$ cat config.mk
export PLATFORM = sky130hd
export DESIGN_NAME = exact_lru_frame_tracker
export DESIGN_NICKNAME = d
export VERILOG_FILES = /design/src/sv/elft_pkg.sv /design/src/sv/elft_cell.sv /design/src/sv/exact_lru_frame_tracker.sv
export SDC_FILE = /design/constraint.sdc
export NUM_CORES = 1
export LEC_CHECK = 0
export ABC_AREA = 1
export BUFFER_PORTS_ARGS = -buffer_cell sky130_fd_sc_hd__buf_2
export CORE_MARGIN = 2
export CORE_UTILIZATION = 30
export DETAILED_ROUTE_END_ITERATION = 8
export PLACE_DENSITY = 0.44
export SLEW_MARGIN = 20
export SYNTH_ARGS = -nofsm -noshare
export SYNTH_HDL_FRONTEND = slang
export SYNTH_SLANG_ARGS = --single-unit
$ cat constraint.sdc
create_clock -name clk -period 6.51 [get_ports clk]
set_clock_uncertainty 0.2 [all_clocks]
set_input_delay 1.953 -clock clk [delete_from_list [all_inputs] [get_ports clk]]
set_output_delay 1.953 -clock clk [all_outputs]
set_load 0.01 [all_outputs]
$ cat src/sv/elft_pkg.sv
package elft_pkg;

  // Number of frames the order can hold, and the widths that follow from it.
  localparam int NUM_FRAMES = 64;
  localparam int OCC_W      = $clog2(NUM_FRAMES + 1);
  localparam int FRAME_W    = 6;

  typedef logic [FRAME_W-1:0] frame_t;
  typedef logic [OCC_W-1:0]   occ_t;

  typedef enum logic {
    CMD_REFERENCE = 1'b0,
    CMD_EVICT     = 1'b1
  } cmd_t;

  typedef enum logic [1:0] {
    ST_REFERENCED = 2'd0,
    ST_EVICTED    = 2'd1,
    ST_EMPTY      = 2'd2,
    ST_FULL       = 2'd3
  } status_t;

  // Per-cell control; upd and evict are shared by every cell of the row, valid is per cell.
  typedef struct packed {
    logic upd;    // the pending item is applied at this edge
    logic evict;  // the pending item is an evict
    logic valid;  // this cell lies below the fill count
  } cell_ctrl_t;

endpackage

$ cat src/sv/elft_cell.sv
module elft_cell (
  input  logic                clk,
  input  elft_pkg::cell_ctrl_t ctrl,
  input  elft_pkg::frame_t    frame,
  input  elft_pkg::frame_t    up_value,
  input  logic                shift_in,
  input  logic                load,
  output elft_pkg::frame_t    value,
  output logic                shift_out
);

  logic hit;
  elft_pkg::frame_t value_next;

  // A reference that matches here starts the shift for this cell and all above it.
  assign hit       = ctrl.valid && !ctrl.evict && (value == frame);
  assign shift_out = shift_in || hit;

  always_comb begin
    value_next = value;
    if (load) begin
      value_next = frame;
    end else if (shift_out) begin
      value_next = up_value;
    end
  end

  always_ff @(posedge clk) begin
    if (ctrl.upd) begin
      value <= value_next;
    end
  end

endmodule

$ cat src/sv/exact_lru_frame_tracker.sv
// Exact LRU tracker for physical page frames, built as a row of compare-and-shift
// cells. Cell 0 holds the least recently used frame; the fill count marks how many
// cells are in use.
//
// Input beats on s_*: s_tuser is the command (reference or evict), s_tdata carries
// the frame number. Every input beat yields exactly one output beat on m_*, with
// the victim frame in m_tdata and the status code in m_tuser.
//
// An accepted beat is held in a one-entry command register; once the output side is
// free, every cell compares its frame with it, the match position ripples up the
// row as a shift enable, all cells update together and the result lands in the
// output register, which raises m_tvalid. The block takes one beat per cycle as
// long as the output side keeps up.
//
// When the receiver stalls, the result waits in the output register and the
// pending command waits in its register; s_tready drops once both are full.
// Reset empties the order (the fill count goes to zero) and clears both valid
// flags; the cell contents are left as they are and are never read before written.
module exact_lru_frame_tracker (
  input  logic       clk,
  input  logic       rst,
  input  logic       s_tvalid,
  output logic       s_tready,
  input  logic [7:0] s_tdata,   // [5:0] frame_number, [7:6] zero
  input  logic       s_tuser,   // [0] cmd
  output logic       m_tvalid,
  input  logic       m_tready,
  output logic [7:0] m_tdata,   // [5:0] victim_frame, [7:6] zero
  output logic [1:0] m_tuser    // [1:0] status
);

  localparam int N = elft_pkg::NUM_FRAMES;

  // Pending command register.
  logic             busy;
  elft_pkg::cmd_t   cmd;
  elft_pkg::frame_t frame;

  // Fill count of the order.
  elft_pkg::occ_t   occ;
  elft_pkg::occ_t   occ_next;
  elft_pkg::occ_t   tail;

  logic             out_free;
  logic             upd;
  logic             evict;
  logic             found;

  elft_pkg::frame_t   cell_value [N];
  elft_pkg::frame_t   cell_up    [N];
  logic [N:0]         shift_chain;
  logic [N-1:0]       cell_load;
  elft_pkg::cell_ctrl_t cell_ctrl [N];

  elft_pkg::status_t  status_next;
  elft_pkg::frame_t   victim_next;
  elft_pkg::status_t  status;
  elft_pkg::frame_t   victim;

  assign out_free = !m_tvalid || m_tready;
  assign upd      = busy && out_free;
  assign s_tready = !busy || out_free;
  assign evict    = (cmd == elft_pkg::CMD_EVICT);
  assign tail     = occ - elft_pkg::occ_t'(1);

  // An evict shifts the whole row down; a reference starts the shift at its match.
  assign shift_chain[0] = evict;
  assign found          = !evict && shift_chain[N];

  for (genvar g = 0; g < N; g++) begin : g_cell
    localparam elft_pkg::occ_t IDX = elft_pkg::occ_t'(g);

    if (g == N - 1) begin : g_top
      assign cell_up[g] = '0;
    end else begin : g_mid
      assign cell_up[g] = cell_value[g+1];
    end

    assign cell_ctrl[g] = '{upd: upd, evict: evict, valid: (IDX < occ)};

    // A hit places the frame at the current tail; a miss appends one past it.
    assign cell_load[g] = !evict && (found ? (IDX == tail) : (IDX == occ));

    elft_cell u_cell (
      .clk       (clk),
      .ctrl      (cell_ctrl[g]),
      .frame     (frame),
      .up_value  (cell_up[g]),
      .shift_in  (shift_chain[g]),
      .load      (cell_load[g]),
      .value     (cell_value[g]),
      .shift_out (shift_chain[g+1])
    );
  end

  always_comb begin
    occ_next    = occ;
    victim_next = '0;
    status_next = elft_pkg::ST_REFERENCED;
    if (evict) begin
      if (occ == '0) begin
        status_next = elft_pkg::ST_EMPTY;
      end else begin
        status_next = elft_pkg::ST_EVICTED;
        victim_next = cell_value[0];
        occ_next    = occ - elft_pkg::occ_t'(1);
      end
    end else if (!found) begin
      if (occ == elft_pkg::occ_t'(N)) begin
        status_next = elft_pkg::ST_FULL;
      end else begin
        occ_next = occ + elft_pkg::occ_t'(1);
      end
    end
  end

  always_ff @(posedge clk) begin
    if (rst) begin
      busy     <= 1'b0;
      m_tvalid <= 1'b0;
      occ      <= '0;
    end else begin
      if (s_tvalid && s_tready) begin
        busy <= 1'b1;
      end else if (upd) begin
        busy <= 1'b0;
      end
      if (upd) begin
        m_tvalid <= 1'b1;
        occ      <= occ_next;
      end else if (m_tready) begin
        m_tvalid <= 1'b0;
      end
    end
  end

  always_ff @(posedge clk) begin
    if (s_tvalid && s_tready) begin
      cmd   <= elft_pkg::cmd_t'(s_tuser);
      frame <= s_tdata[elft_pkg::FRAME_W-1:0];
    end
    if (upd) begin
      status <= status_next;
      victim <= victim_next;
    end
  end

  assign m_tdata = {2'b00, victim};
  assign m_tuser = status;

  // The fill count never passes the capacity.
  a_occ_bound: assert property (@(posedge clk) disable iff (rst)
    occ <= elft_pkg::occ_t'(N))
    else $error("fill count above capacity");

  // The victim field is zero unless the result is an eviction.
  a_victim_zero: assert property (@(posedge clk) disable iff (rst)
    (m_tvalid && status != elft_pkg::ST_EVICTED) |-> (victim == '0))
    else $error("victim set on a non-evict result");

  // A full result is shown only while the order is full.
  a_full_occ: assert property (@(posedge clk) disable iff (rst)
    (m_tvalid && status == elft_pkg::ST_FULL) |-> (occ == elft_pkg::occ_t'(N)))
    else $error("full status with free space");

  // An applied eviction from a non-empty order drops the count by one.
  a_evict_dec: assert property (@(posedge clk) disable iff (rst)
    (upd && evict && occ != '0) |=> (occ == $past(occ) - elft_pkg::occ_t'(1)))
    else $error("eviction did not shrink the order");

endmodule
; ---- Yosys cells after proc, flatten, opt, wreduce, memory -nomap -nowiden
; Cells that the tools add are included.
[totals]
register_bits = 408
in_bits = 13
out_inout_bits = 12
wordCells = 934
[classes]
addsub = 2
magnitude_cmp = 64
eq_ne = 194
mux = 204
bitwise = 1
reduce_logical = 398
[ops]
columns = op, n
row1 = $mux 6, 128
row2 = $eq 6x7->1 const A, 64
row3 = $eq 6x6->1, 64
row4 = $eq 5x7->1 const A, 32
row5 = $lt 6x7->1 const A, 32
row6 = $logic_and 1x1->1, 195
row7 = $reduce_bool 2->1, 66
row8 = $reduce_and 2->1, 64
row9 = $eq 4x7->1 const A, 16
row10 = $lt 5x7->1 const A, 16
row11 = $mux 1, 68
row12 = $logic_or 1x1->1, 66
row13 = $eq 3x7->1 const A, 8
row14 = $lt 4x7->1 const A, 8
row15 = $eq 2x7->1 const A, 4
row16 = $lt 3x7->1 const A, 4
row17 = $mux 7, 4
row18 = $eq 1x7->1 const A, 2
row19 = $logic_not 7->1, 2
row20 = $lt 1x7->1 const A, 2
row21 = $lt 2x7->1 const A, 2
row22 = $mux 2, 4
row23 = $add 7x1->7 const B, 1
row24 = $eq 7x7->1 const B, 1
row25 = other kinds (6), 10

; ---- Logic depth before layout (Yosys ltp)
[depth]
word_depth = 72
mapped_depth = 46
depth_no_buf = 44

; ---- Modules after synthesis
; A second synthesis with hierarchy kept.
[hier_totals]
cells_unflattened = 4178
hier_area_um2 = 27452.6
[modules_own_cells]
columns = mod, instances, cells_each, area_per_inst_um2, seq_area_each_um2
row1 = elft_cell, 64, 57, 382.9, 180.2
row2 = exact_lru_frame_tracker, 1, 530, 2949.1, 630.6

; ---- Worst setup path before layout
; OpenSTA, ideal clock, no wires.
[synth_timing]
path_kind = register to register
start = register occ[0]
end = register g_cell[44].u_cell.value[0], enable pin
setup_time_ps = 363
arrival_ps = 5661
t_required_ps = 5947
slack_ps = 286
path_stages_with_launch = 43
path_buffers = 3
synth_period_minus_slack_ps = 6224
path_cell_list = dfxtp_1 -> ha_1 -> nand2_1 -> nor2_1 -> nor2_1 -> nand2_2 -> nand4_2 -> nor2_4 -> nand4_2 -> nor2_4 -> nand4_2 -> nor2_2 -> nand4_2 -> nor2_2 -> nand4_2 -> nor2_2 -> nand4_2 -> nor2_2 -> [... 7 more ...] -> nor2_2 -> nand4_2 -> nor2_2 -> nand4_2 -> nor2_2 -> nand4_2 -> nor2_4 -> nand4_4 -> nor2_4 -> nand4_4 -> nor2_2 -> nand4_2 -> buf_6 -> buf_8 -> nand2_2 -> nand3_2 -> buf_6 -> a21oi_1
[synth_between]
elab_chain_len = 72
elab_cells_between_ends = 264
cone_classes = add/sub: 1 / order compare: 64 / eq/ne: 2 / mux: 1 / reduce/logical: 196
[synth_lines]
columns = item, line_no
row1 = "start, declared", exact_lru_frame_tracker.sv:40  ; elft_pkg::occ_t occ;
row2 = "start signal, assigned", exact_lru_frame_tracker.sv:130  ; occ <= occ_next;
row3 = $lt 1x7->1, exact_lru_frame_tracker.sv:79  ; assign cell_ctrl[g] = '{upd: upd, evict: evict, valid: (IDX < occ)};
row4 = $logic_and 1x1->1 (2 in series), elft_cell.sv:16  ; assign hit = ctrl.valid && !ctrl.evict && (value == frame);
row5 = $logic_or 1x1->1 (64 in series), elft_cell.sv:17  ; assign shift_out = shift_in || hit;
row6 = $logic_and 1x1->1, exact_lru_frame_tracker.sv:68  ; assign found = !evict && shift_chain[N];
row7 = $mux 1, exact_lru_frame_tracker.sv:82  ; assign cell_load[g] = !evict && (found ? (IDX == tail) : (IDX == occ));
row8 = $logic_and 1x1->1, exact_lru_frame_tracker.sv:82
row9 = $reduce_bool 2->1 (no line) *, -
row10 = $reduce_and 2->1 (no line) *, -
row11 = "end signal, assigned", elft_cell.sv:30  ; value <= value_next;
row12 = "end, declared", elft_cell.sv:8  ; output elft_pkg::frame_t value,
; Every way passes the cells marked *; elsewhere a longest branch is shown, timed or not.
; A chain may end at the register's enable or synchronous reset.

; ---- Final worst setup path
[layout_timing]
start = register occ[6]
end = register g_cell[17].u_cell.value[4] (data pin)
[layout_between]
elab_chain_len = 71
elab_cells_between_ends = 263
cone_classes = add/sub: 1 / order compare: 64 / eq/ne: 2 / mux: 2 / reduce/logical: 194
[layout_lines]
columns = item, line_no
row1 = $lt 1x7->1, exact_lru_frame_tracker.sv:79
row2 = $logic_and 1x1->1 (2 in series), elft_cell.sv:16
row3 = $logic_or 1x1->1 (64 in series), elft_cell.sv:17
row4 = $logic_and 1x1->1, exact_lru_frame_tracker.sv:68
row5 = $mux 1 *, exact_lru_frame_tracker.sv:82
row6 = $logic_and 1x1->1 *, exact_lru_frame_tracker.sv:82
row7 = $mux 6 *, elft_cell.sv:21  ; if (load) begin
row8 = named net g_cell[17].u_cell.value_next[4], elft_cell.sv:13  ; elft_pkg::frame_t value_next;
row9 = "end signal, assigned", elft_cell.sv:30
row10 = "end, declared", elft_cell.sv:8
; Mark *: on every way through the listed nets, which the timed path passes. The rest lies on a longest branch.

==> impl_metrics.csv <==
group,metric,value,unit
outcome,status,"complete, but fails checks",
outcome,violations,"setup timing",
synth,yosysTopAreaCellShare,0.452,
drt,wire_per_inst,19.7,µm
setup_path,slowest_stage,"dfxtp_4",
setup_path,worst_path_most_repeated_cell,"nand4_4",
drt,drtPass1Iterations,7,
synth,syn_inst,3227,
layout,nNetsFinal,3590,
floorplanning,die_area,90800,µm²
power,cellInternalPower,0.00534,W
floorplanning,io_pins,25,
timing,slew_headroom,0.280,
placed_design,io_buffers,20,
timing,fin_ws,-0.217,ns
timing,period_needed,6.73,ns
synth,synth_area,26500,µm²
synth,synth_top_family_by_area,"simple AND/OR/NAND/NOR gates",
floorplanning,core_region_area,88000,µm²
timing,rsz0062_at_grt,"true",
setup_path,worstPathRequired,6.67,ns
power,pwr-share-clk,0.373,
setup_path,endpoint_kind,"flop",
synth,synth_edf_count,399,
layout,drive_gt1_frac,0.236,
global_route,grt_pass1_vias,22628,
layout,syn_to_final_growth,26.3,%
drt,wl_met1,43500,µm
synth,synthArstFlopShare,0,
floorplanning,rows,109,
global_route,grt_max_degree,70,
synth,ys_types,52,
drt,wl_met3,4230,µm
synth,ys_dominant_reg_cell,"edfxtp_1",
power,switchingPower,0.00232,W
clock_tree,path_clk_slew,0.07,ns
global_route,grt_first_pass_wirelength,141000,µm
setup_path,cp_max_fo,6,
global_route,grt_overflow,0,
power,p_sw_frac,0.302,
power,pwr-share-comb,0.217,
layout,fin_util,0.381,
clock_tree,tritoncts,"yes",
clock_tree,cts-root-buf,"clkbuf_16",
global_route,track_usage,0.205,
synth,yosys.area.top_type,"edfxtp_1",
clock_tree,insertion_delay,0.63,ns
timing,finalSetupTns,-69.18,ns
synth,synth-xor-area-share,0.0766,
floorplanning,start_util,0.302,
power,irDropWorstVdd,0.000171,V
power,pwr-share-seq,0.410,
floorplanning,die_h,301,µm
job,cap_viol_max_count,0,
synth,synth_compound_area_frac,0.0791,
clock_tree,cts_buffers,50,
floorplanning,dieWidth,301,µm
clock_tree,htree_levels,2,
synth,yosysWarningCount,0,
drt,drtIter0Drc,1599,
synth,syn_area_per_cell,8.22,µm²
placed_design,dp_cells,4645,
drt,ant_nets,0,
timing,fmax,0.149,GHz
hold_path,min_path_cells,2,
synth,yosysSeqAreaShare,0.458,
timing,worst_slew_pin_slew,1.08,ns
drt,drc,0,
synth,synth_mux_area_frac,0,
timing,post-route-period-util,1.03,
setup_path,slowest_delay,0.36,ns
drt,routed_wl,93800,µm
drt,routed.top_layer,"met5",
drt,wl_met2,44000,µm
clock_tree,cts_sinks,408,
power,p_per_area,229,nW/µm²
timing,finalHoldViolCount,0,
setup_path,crit_type,"reg -> reg",
power,p_leak,13.9,nW
timing,fin_hold_ws,0.360,ns
synth,synth_commonest_cells,"nand2_1, edfxtp_1, nand3_1, nor2_1, inv_1",
synth,synth_adder_area_share,0.00377,
setup_path,r2r_cells,45,
setup_path,start_kind,"flop",
clock_tree,postCtsHoldBufs,0,
placed_design,place_hpwl,68700,µm
synth,synth_most_common_cell,"nand2_1",
timing,finalMaxSlewViolations,0,
global_route,antenna_found_initial,1,
hold_path,hold_path.class,"reg -> reg",
timing,setup_violations,733,
drt,dr_total_vias,23800,
drt,vias_per_cell,4.99,
setup_path,arrival,6.89,ns
synth,synthSimpleGateAreaFrac,0.314,
layout,layout.cells.non_filler,4772,
clock_tree,clock_path_buffers,3,
synth,synthTopCellsByArea,"edfxtp_1, nand2_1, nand3_1",
synth,synth_seq_cells,408,
placed_design,place.gp.congestion,0.960,
## flip-flops by register name, summed over array words and instances, names as in the netlist
signal and flops:
busy 1, cmd 1, frame 6, g_cell.u_cell.value 384
m_tuser 2, m_tvalid 1, occ 7, victim 6
## cells by family (layout without fill, tap and decap cells)
| logic type | after synthesis | after routing |
|---|---|---|
| flip-flops | 408 | 408 |
| adder cells (fa/ha/maj) | 8 | 8 |
| other | 1 | 3 |
| XOR/XNOR | 232 | 232 |
| AO/OA/AOI/OAI | 358 | 358 |
| buffers and inverters | 429 | 806 |
| AND/OR/NAND/NOR | 1791 | 1792 |
## per-layer routing
layer | global-route usage | up-vias
met4 | 0.0506 | 4
met5 | 0 | -
li1 | - | 11682
met1 | 0.281 | 11461
met2 | 0.340 | 518
met3 | 0.0264 | 135
## power groups by stage
| stage | clock [W] | sequential, W | combinational (W) |
|---|---|---|---|
| 6_report | 0.00286 | 0.00314 | 0.00166 |
| 4_1_cts | 0.00293 | 0.00314 | 0.00160 |
| 3_5_place_dp | 0 | 0.00320 | 0.00149 |
| 5_1_grt | 0.00303 | 0.00316 | 0.00180 |
| 2_1_floorplan | 0 | 0.00317 | 0.000858 |
| 3_3_place_gp | 0 | 0.00320 | 0.00149 |
## placed cells by master (no fill, tap or decap), drive strengths merged, types with 5 or more instances in the layout
| cell | Yosys | layout |
|---|---|---|
| nand4 | 160 | 160 |
| and3 | 10 | 10 |
| nand2 | 945 | 946 |
| nor3b | 8 | 8 |
| o2111ai | 9 | 9 |
| edfxtp | 399 | 399 |
| nor2 | 249 | 249 |
| o22ai | 21 | 21 |
| nor3 | 44 | 44 |
| dfxtp | 9 | 9 |
| a2111oi | 13 | 13 |
| nand3b | 5 | 5 |
| clkbuf | 100 | 60 |
| a221oi | 9 | 9 |
| nor4 | 26 | 26 |
| ha | 8 | 8 |
| bufinv | 0 | 6 |
| a21oi | 83 | 83 |
| o21ai | 201 | 201 |
| xnor2 | 70 | 70 |
| nand3 | 300 | 300 |
| xor2 | 162 | 162 |
| a211oi | 15 | 15 |
| clkinv | 4 | 23 |
| inv | 229 | 231 |
| or2 | 44 | 44 |
| buf | 96 | 483 |
## path summary, 6_finish.rpt
path	slack, ns	start	endpoint
min reg2reg	0.36	g_cell[17].u_cell.value[1]	g_cell[16].u_cell.value[1]
max	-0.22	occ[6]	g_cell[17].u_cell.value[4]
max reg2reg	-0.22	occ[6]	g_cell[17].u_cell.value[4]
min	0.36	g_cell[17].u_cell.value[1]	g_cell[16].u_cell.value[1]
## through the flow
step / cell area [µm²] / total power (W) / setup slack, ns
detailed placement: 30600 / 0.00468 / -0.936
finish: 33500 / 0.00766 / -0.217
CTS: 33000 / 0.00768 / -0.579
floorplan: 26500 / 0.00403 / 0.286
global route: 33500 / 0.00798 / -0.572
global placement: 30600 / 0.00468 / -0.863
## timing repair
item	CTS	global route
endpoints found under the hold margin	0	0
resized for setup	132	90
setup buffers	19	14
setup endpoints to repair	777	777
pin swaps	42	46
gates cloned	4	3
## critical path: cells and delay by family (launching register included)
| kind | cells | cell delay (ns) |
|---|---|---|
| AOI/OAI and AO/OA | 1 | 0.33 |
| buffers and inverters | 10 | 1.30 |
| DFF | 1 | 0.36 |
| and+or+nand+nor | 34 | 4.21 |
## area by class of cell
| cell class | instances | area, µm² |
|---|---|---|
| fill | 9072 | 54500 |
| multi-input combinational | 2392 | 13300 |
| sequential | 408 | 12200 |
| timing repair buffer | 484 | 4020 |
| tap | 1165 | 1460 |
| clock buffer | 59 | 1320 |
| inverter | 233 | 911 |
| clock inverter | 30 | 317 |
| antenna | 1 | 2.50 |
No activity file was read; power rests on OpenSTA's default activity.
